==> src/rtl/wheel_six_prime_sieve_unit_assert.svh <==
// assertion macros for the wheel-six prime sieve unit
// depends on a clock named i_clk and an active-low reset named i_rst_n in the using scope
`ifndef WHEEL_SIX_PRIME_SIEVE_UNIT_ASSERT_SVH
`define WHEEL_SIX_PRIME_SIEVE_UNIT_ASSERT_SVH

// same-cycle implication
`define WSPS_ASSERT_NOW(label, ante, cons, msg) \
    label: assert property (@(posedge i_clk) disable iff (!i_rst_n) (ante) |-> (cons)) \
        else $error(msg);

// next-cycle implication
`define WSPS_ASSERT_NEXT(label, ante, cons, msg) \
    label: assert property (@(posedge i_clk) disable iff (!i_rst_n) (ante) |=> (cons)) \
        else $error(msg);

`endif

==> src/rtl/wsps_pkg.sv <==
// shared types and constants of the wheel-six prime sieve unit
// no dependencies
package wsps_pkg;

    localparam int NUM_W    = 16;
    localparam int LIMIT_W  = 17;
    localparam int COUNT_W  = 17;

    localparam int                 DEF_TABLE_DEPTH = 65536;
    localparam logic [LIMIT_W-1:0] LIMIT_RESET     = 17'h10000;

    localparam logic OP_BUILD = 1'b0;
    localparam logic OP_QUERY = 1'b1;

    typedef enum logic [1:0] {
        ST_OK        = 2'd0,
        ST_RANGE     = 2'd1,
        ST_NOT_BUILT = 2'd2
    } t_status;

    typedef enum logic [3:0] {
        S_IDLE,
        S_FILL,
        S_P_TEST,
        S_P_WAIT,
        S_STRIKE,
        S_CNT,
        S_DRAIN,
        S_Q_READ,
        S_Q_DATA,
        S_RESULT
    } t_state;

    typedef struct packed {
        logic start_build;
        logic fill_step;
        logic p_init;
        logic p_read;
        logic strike_init;
        logic strike_step;
        logic p_next;
        logic cnt_init;
        logic cnt_step;
        logic finish_build;
        logic q_latch;
        logic q_read;
        logic q_result;
        logic out_load;
    } t_dp_cmd;

    typedef struct packed {
        logic n_done;
        logic p_done;
        logic p_cand;
        logic j_done;
        logic out_free;
    } t_dp_sts;

endpackage

==> src/rtl/wsps_ctrl.sv <==
// sequencer of the wheel-six prime sieve: build passes, queries, result hand-off
// depends on wsps_pkg
module wsps_ctrl
    import wsps_pkg::*;
(
    input  logic    i_clk,
    input  logic    i_rst_n,
    input  logic    i_in_valid,
    input  logic    i_op,
    output logic    o_in_stall,
    input  t_dp_sts i_sts,
    output t_dp_cmd o_cmd
);

    t_state r_state;
    t_state n_state;

    always_ff @(posedge i_clk) begin
        if (!i_rst_n) begin
            r_state <= S_IDLE;
        end else begin
            r_state <= n_state;
        end
    end

    always_comb begin
        n_state    = r_state;
        o_cmd      = '0;
        o_in_stall = 1'b1;
        case (r_state)
            S_IDLE: begin
                o_in_stall = 1'b0;
                if (i_in_valid) begin
                    if (i_op == OP_BUILD) begin
                        o_cmd.start_build = 1'b1;
                        n_state = S_FILL;
                    end else begin
                        o_cmd.q_latch = 1'b1;
                        n_state = S_Q_READ;
                    end
                end
            end
            S_FILL: begin
                if (i_sts.n_done) begin
                    o_cmd.p_init = 1'b1;
                    n_state = S_P_TEST;
                end else begin
                    o_cmd.fill_step = 1'b1;
                end
            end
            S_P_TEST: begin
                if (i_sts.p_done) begin
                    o_cmd.cnt_init = 1'b1;
                    n_state = S_CNT;
                end else begin
                    o_cmd.p_read = 1'b1;
                    n_state = S_P_WAIT;
                end
            end
            S_P_WAIT: begin
                if (i_sts.p_cand) begin
                    o_cmd.strike_init = 1'b1;
                    n_state = S_STRIKE;
                end else begin
                    o_cmd.p_next = 1'b1;
                    n_state = S_P_TEST;
                end
            end
            S_STRIKE: begin
                if (i_sts.j_done) begin
                    o_cmd.p_next = 1'b1;
                    n_state = S_P_TEST;
                end else begin
                    o_cmd.strike_step = 1'b1;
                end
            end
            S_CNT: begin
                if (i_sts.n_done) begin
                    n_state = S_DRAIN;
                end else begin
                    o_cmd.cnt_step = 1'b1;
                end
            end
            S_DRAIN: begin
                o_cmd.finish_build = 1'b1;
                n_state = S_RESULT;
            end
            S_Q_READ: begin
                o_cmd.q_read = 1'b1;
                n_state = S_Q_DATA;
            end
            S_Q_DATA: begin
                o_cmd.q_result = 1'b1;
                n_state = S_RESULT;
            end
            S_RESULT: begin
                if (i_sts.out_free) begin
                    o_cmd.out_load = 1'b1;
                    n_state = S_IDLE;
                end
            end
            default: begin
                n_state = S_IDLE;
            end
        endcase
    end

endmodule

==> config.mk <==
export PLATFORM = sky130hd
export DESIGN_NAME = wsps_ctrl
export DESIGN_NICKNAME = d
export VERILOG_FILES = /design/src/rtl/wheel_six_prime_sieve_unit_assert.svh /design/src/rtl/wsps_pkg.sv /design/src/rtl/wsps_ctrl.sv
export SDC_FILE = /design/constraint.sdc
export NUM_CORES = 1
export LEC_CHECK = 0
export ABC_CLOCK_PERIOD_IN_PS = 3400
export BUFFER_PORTS_ARGS = -buffer_cell sky130_fd_sc_hd__buf_2
export CAP_MARGIN = 0
export CORE_AREA = 3 3 40 42
export CTS_CLUSTER_SIZE = 14
export DETAILED_ROUTE_END_ITERATION = 12
export DIE_AREA = 0 0 43 45
export PLACE_DENSITY = 0.68
export SYNTH_ARGS = -nofsm -noshare
export SYNTH_HDL_FRONTEND = slang
export SYNTH_SLANG_ARGS = --single-unit
==> constraint.sdc <==
create_clock -name i_clk -period 3.4 [get_ports i_clk]
set_input_delay 0.34 -clock i_clk [delete_from_list [all_inputs] [get_ports i_clk]]
set_output_delay 0.34 -clock i_clk [all_outputs]
set_load 0.1 [all_outputs]
* Word level (Yosys, flattened, before mapping)
Cells that the tools add are included.
** Cells by class
- Eq/ne operators :: 14
- Reductions and logical operators :: 3
- Multiplexer cells :: 36
** Operator list (count)
- case mux 4 bit (9 select lines) :: 1
- 2-to-1 mux 1 bit :: 25
- 2-to-1 mux 4 bit :: 5
- equality test 4 x 3 -> 1 bit, second input constant :: 4
- != test 2 bit, second input constant :: 5
- 2-to-1 mux 3 bit :: 3
- equality test 4 x 2 -> 1 bit, second input constant :: 2
- equality test 4 bit, second input constant :: 2
- AND reduction 5 bit :: 1
- equality test 4 x 1 -> 1 bit, second input constant :: 1
- logical NOT 4 bit :: 1
- 2-to-1 mux 2 bit :: 1
- case mux 1 bit (2 select lines) :: 1
- OR reduction 2 bit :: 1
** Word-level totals
- Logic and storage cells :: 54
- Bits in registers :: 4

* Logic depth before layout (Yosys ltp)
Gate-level depths: netlist of run 1.
- Depth in word-level cells :: 3
- Depth in mapped cells :: 6

* Worst setup path after synthesis of run 1
OpenSTA, ideal clock, no wires.
- Kind :: reg2out
- From :: register r_state[0]
- To :: output o_cmd[8] in the netlist's numbering
- Required time :: 3.060 ns
- Stages on the path, launching flop included :: 4
- Slack :: -0.381 ns
- Arrival :: 3.441 ns
- Cell sequence :: dfxtp_1 -> buf_4 -> nand2b_1 -> nor4_1
** RTL lines
- from (decl) :: line wsps_ctrl.sv:15 : t_state r_state;
- from (signal assigned) :: line wsps_ctrl.sv:22 : r_state <= n_state;
- to (decl) :: line wsps_ctrl.sv:12 : output t_dp_cmd o_cmd

==> results.py, run 1 <==
metrics = {
    "run_status": {
        "status": "finished clean",
    },
    "placed_design": {
        "dpl.hpwl_microns": 974,
        "gp_congestion": 0.799,
        "dp_cells": 102,
        "place_area_sq_um": 604,
        "port_buffers": 23,
    },
    "timing": {
        "worstMarginPinSlew_ns": 0.639,
        "period_share": 0.651,
        "maxSlewHeadroom": 0.573,
        "drv_slew": 0,
        "fin_crit_ns": 2.21,
        "whs_ns": 0.403,
        "finClkSkew_ns": 0.00297,
        "timing.fmax_mhz": 452,
        "setup_violations": 0,
        "grt_setup_unrepaired": "false",
        "fin_setup_tns_ns": 0,
        "hold_violations": 0,
    },
    "clock_network": {
        "cts_tree": "yes",
        "cts_resized": 0,
        "htreeDepth": 1,
        "root_buffer": "clkbuf_4",
        "clk_latency_ns": 0.23,
        "path_clk_slew_ns": 0.04,
        "clockBufferDepth": 2,
        "numCtsBuffers": 3,
        "cts_sinks": 4,
        "ctsHoldBuffers": 0,
        "cts_setup_buffers": 0,
    },
    "finish": {
        "nFillCells": 141,
        "final_cell_mix": "buf_2, nor2_1, and3_1",
        "largest_reg_flops": 4,
        "drive_gt1_frac": 0.333,
        "finalInstanceArea_sq_um": 627,
        "instances_no_fill": 105,
        "antennaDiodeCount": 0,
        "regMostFlops": "r_state",
        "top_regs": "r_state (4)",
        "syn2layout_area_growth_pct": 24.0,
        "layout.cells.most_common": "buf_2",
        "nets": 101,
    },
    "global_routing": {
        "grt_overflow": 0,
        "antenna_found_initial": 0,
        "grtUsageMet2": 0.207,
        "busiest_layer": "met1",
        "grtUsageMet1": 0.209,
        "grt_pass1_wl_microns": 2150,
        "grt_start_max_net_pins": 22,
        "grt_pass1_vias": 470,
        "grt_usage": 0.141,
        "use_met3": 0.0438,
    },
    "route": {
        "drt-initial-drc-count": 20,
        "vias_per_cell": 5.50,
        "wl_per_cell_microns": 12.6,
        "routed_wirelength_microns": 1320,
        "drt_pass1_iterations": 4,
        "drc": 0,
        "num_vias": 577,
        "ant_nets": 0,
    },
    "synthesis": {
        "syn_inst": 70,
        "synth_edf_count": 0,
        "yosysSeqAreaShare": 0.158,
        "synth-seq-cells": 4,
        "synthArstFlopShare": 0,
        "syn_nets": 79,
        "ys_warn_count": 0,
        "syn_area_sq_um": 505,
        "synth.distinct_cells": 36,
        "synth_ff_type": "dfxtp_1",
        "synth.avg_cell_area_sq_um": 7.22,
    },
    "critical_path": {
        "reg2reg_to": "r_state[1]$_SDFFE_PN0P_",
        "crit_type": "reg -> out",
        "r2r_slack_ns": 1.84,
        "cp_max_fo": 20,
        "cp.arrival_ns": 1.87,
        "endpoint_kind": "output port",
        "reg2reg_depth": 4,
        "critPathLaunchType": "flop",
        "timing.rr.start": "r_state[0]$_SDFFE_PN0P_",
        "worstPathRequired_ns": 3.06,
    },
    "run": {
        "drv_cap": 0,
    },
    "hold_path": {
        "hp-start": "i_rst_n",
        "min_path_cells": 2,
        "min_to": "r_state[3]$_SDFFE_PN0P_",
        "min_path_type": "in -> reg",
    },
    "floorplan": {
        "rows": 13,
        "die_w_microns": 43,
        "die_h_microns": 45,
        "core_sq_mm": 0.00128,
        "initial_core_util": 0.393,
        "dieArea_sq_mm": 0.00194,
        "io_pins": 24,
    },
}
[how the worst max path moves through the flow]
stage	start	end	slack, ns	cells after the start
after floorplan	r_state[0]$_SDFFE_PN0P_	o_cmd[8]	-0.38	3
after global placement	r_state[2]$_SDFFE_PN0P_	o_cmd[7]	1.41	5
final	r_state[2]$_SDFFE_PN0P_	o_cmd[7]	1.19	5
after CTS	r_state[2]$_SDFFE_PN0P_	o_cmd[7]	1.17	5
after global routing	r_state[2]$_SDFFE_PN0P_	o_cmd[7]	0.94	5
after detailed placement	r_state[2]$_SDFFE_PN0P_	o_cmd[7]	1.42	5
[synth_stat cells (2+ instances only)]
master	n	share of area
nor4_1	2	0.025
buf_2	4	0.040
nand2b_1	2	0.025
dfxtp_1	4	0.16
and3_1	5	0.062
nor2_1	11	0.082
nand3b_1	3	0.045
buf_4	2	0.030
mux2i_1	3	0.059
a21oi_1	2	0.020
nor2b_1	4	0.049
nor3_1	2	0.020
nand2_1	3	0.022
[worst max-delay path, stage by stage, from the launching register on]
cell      delay, ns
dfxtp_1        0.66
nand2b_1       0.17
nor3b_1        0.22
a21oi_1        0.06
nor2_1         0.09
buf_2          0.43
[stage by stage]
step	utilization	worst slack [ns]
2_1_floorplan	-	-0.381
3_3_place_gp	0.470	1.41
4_1_cts	0.488	1.17
3_5_place_dp	0.470	1.42
6_report	0.488	1.19
5_1_grt	0.488	0.942
[routing by layer]
layer | part of all wire | vias to the layer above | wire [microns]
met3 | 0.078 | 0 | 103
met4 | 0 | 0 | 0
met1 | 0.49 | 260 | 646
met5 | 0 | - | 0
li1 | - | 295 | -
met2 | 0.43 | 22 | 567
[kinds of logic after synthesis]
group | Yosys count | share of synthesized area
AND/OR/NAND/NOR | 45 | 0.552
multiplexers | 3 | 0.0594
buffers and inverters | 7 | 0.0767
flip-flops | 4 | 0.158
AO/OA/AOI/OAI | 11 | 0.153
[area by class of cell]
class	count	area, sq um	share of cell area
clock buffers	3	22.5	0.0359
inverters	1	3.75	0.00599
multi-input cells	59	387	0.617
flip-flops and latches	4	80.1	0.128
well taps	15	18.8	0.0299
repair buffers	23	115	0.184
Power of run 1 is not shown: default switching activity piles up to over one toggle a cycle in this logic, so the estimate is an artifact.
==> run 2: changes to the inputs <==
Settings changed: ABC_CLOCK_PERIOD_IN_PS 3400 to 2100.
Clock period 3.4 ns to 2.1 ns, I/O delays scaled along.
==> run 2 against run 1 <==
  * Clock skew down 0.0020 ns
  * Critical path depth down 2
  * Via count up 1.7%
  * Cell area up 12%
  * First-iteration DRC count down 60%
  * Sequential share of layout area down 1.2 points
  * Global-route usage up 0.67 points
  * Non-clock buffer count up 3
  * Register-to-register slack worse by 1.4 ns
  * Flip-flop and latch count unchanged
  * Utilization up 5.9 points
  * Wire length up 3.0%
  * Largest cell class unchanged
==> results.py, run 2 (synthesis results as in run 1) <==
metrics = {
    "run_status": {
        "status": "finished clean",
    },
    "floorplan": {
        "core_sq_mm": 0.00128,
        "dieArea_sq_mm": 0.00194,
        "initial_core_util": 0.393,
        "io_pins": 24,
        "die_w_microns": 43,
        "die_h_microns": 45,
        "rows": 13,
    },
    "finish": {
        "antennaDiodeCount": 0,
        "regMostFlops": "r_state",
        "drive_gt1_frac": 0.419,
        "syn2layout_area_growth_pct": 39.1,
        "largest_reg_flops": 4,
        "instances_no_fill": 108,
        "layout.cells.most_common": "buf_2",
        "final_cell_mix": "buf_2, nor2_1, and3_1",
        "top_regs": "r_state (4)",
        "nets": 104,
    },
    "critical_path": {
        "worstPathRequired_ns": 1.89,
        "reg2reg_depth": 5,
        "reg2reg_to": "r_state[2]$_SDFFE_PN0P_",
        "timing.rr.start": "r_state[2]$_SDFFE_PN0P_",
        "cp.arrival_ns": 1.71,
        "critPathLaunchType": "flop",
        "endpoint_kind": "output port",
        "crit_type": "reg -> out",
        "r2r_slack_ns": 0.49,
        "cp_max_fo": 14,
    },
    "global_routing": {
        "grt_start_max_net_pins": 16,
        "grt_overflow": 0,
        "grt_pass1_vias": 520,
        "antenna_found_initial": 0,
        "grt_usage": 0.148,
        "grt_pass1_wl_microns": 2260,
    },
    "timing": {
        "setup_violations": 0,
        "maxSlewHeadroom": 0.629,
        "grt_setup_unrepaired": "false",
        "period_share": 0.913,
        "drv_slew": 0,
        "fin_crit_ns": 1.92,
        "finClkSkew_ns": 0.000977,
        "hold_violations": 0,
        "timing.fmax_mhz": 522,
        "worstMarginPinSlew_ns": 0.555,
    },
    "route": {
        "routed_wirelength_microns": 1360,
        "vias_per_cell": 5.44,
        "wl_per_cell_microns": 12.6,
        "num_vias": 587,
        "drt-initial-drc-count": 8,
        "ant_nets": 0,
        "drt_pass1_iterations": 4,
        "drc": 0,
    },
    "run": {
        "drv_cap": 0,
    },
    "clock_network": {
        "cts_tree": "yes",
        "ctsHoldBuffers": 0,
        "clk_latency_ns": 0.23,
        "numCtsBuffers": 3,
        "cts_sinks": 4,
        "path_clk_slew_ns": 0.04,
        "clockBufferDepth": 2,
        "root_buffer": "clkbuf_4",
        "htreeDepth": 1,
    },
    "hold_path": {
        "min_path_cells": 2,
        "hp-start": "i_rst_n",
        "min_to": "r_state[3]$_SDFFE_PN0P_",
        "min_path_type": "in -> reg",
    },
    "placed_design": {
        "port_buffers": 23,
        "gp_congestion": 0.810,
        "dp_cells": 105,
        "dpl.hpwl_microns": 1080,
    },
}
[run 2: stage by stage]
stage	utilization	setup WS, ns	TNS, ns	hold WS [ns]	cell area, sq um
CTS	0.546	0.0948	0	0.263	702
floorplan	-	-0.377	-0.424	0.338	543
finish	0.547	0.183	0	0.259	703
detailed placement	0.529	0.342	0	0.503	679
global placement	0.529	0.346	0	0.488	679
global route	0.547	0.0714	0	0.273	703
[run 2: critical path, cell delays in order (launching register included)]
cell,delay (ns)
dfxtp_1,0.66
and2b_1,0.23
and3_1,0.16
buf_2,0.42
[run 2: layout make-up]
class	count	area (sq um)
Sequential cell	4	81.3
Timing Repair Buffer	26	153
Multi-Input combinational cell	59	424
Inverter	1	3.75
Tap cell	15	18.8
Fill cell	131	582
Clock buffer	3	22.5
[run 2: per-layer routing]
layer | part of all wire | wire length, microns | GRT usage | vias to the layer above
met5 | 0 | 0 | 0 | -
met4 | 0 | 0 | 0.0361 | 0
met3 | 0.069 | 93 | 0.0279 | 0
met2 | 0.48 | 653 | 0.251 | 18
met1 | 0.45 | 610 | 0.194 | 266
li1 | - | - | - | 303
[run 2: worst max-delay path by stage]
stage,start,to
6_report,r_state[3]$_SDFFE_PN0P_,o_cmd[0]
5_1_grt,r_state[1]$_SDFFE_PN0P_,o_cmd[6]
4_1_cts,r_state[0]$_SDFFE_PN0P_,o_cmd[7]
3_5_place_dp,r_state[0]$_SDFFE_PN0P_,o_cmd[7]
3_3_place_gp,r_state[0]$_SDFFE_PN0P_,o_cmd[7]
2_1_floorplan,r_state[0]$_SDFFE_PN0P_,o_cmd[8]
[run 2: what timing repair did]
action,4_1_cts,5_1_grt
resized for setup,0,1
setup endpoints to repair,0,1
buffers inserted,0,0
Power of run 2 is left out for the same reason.
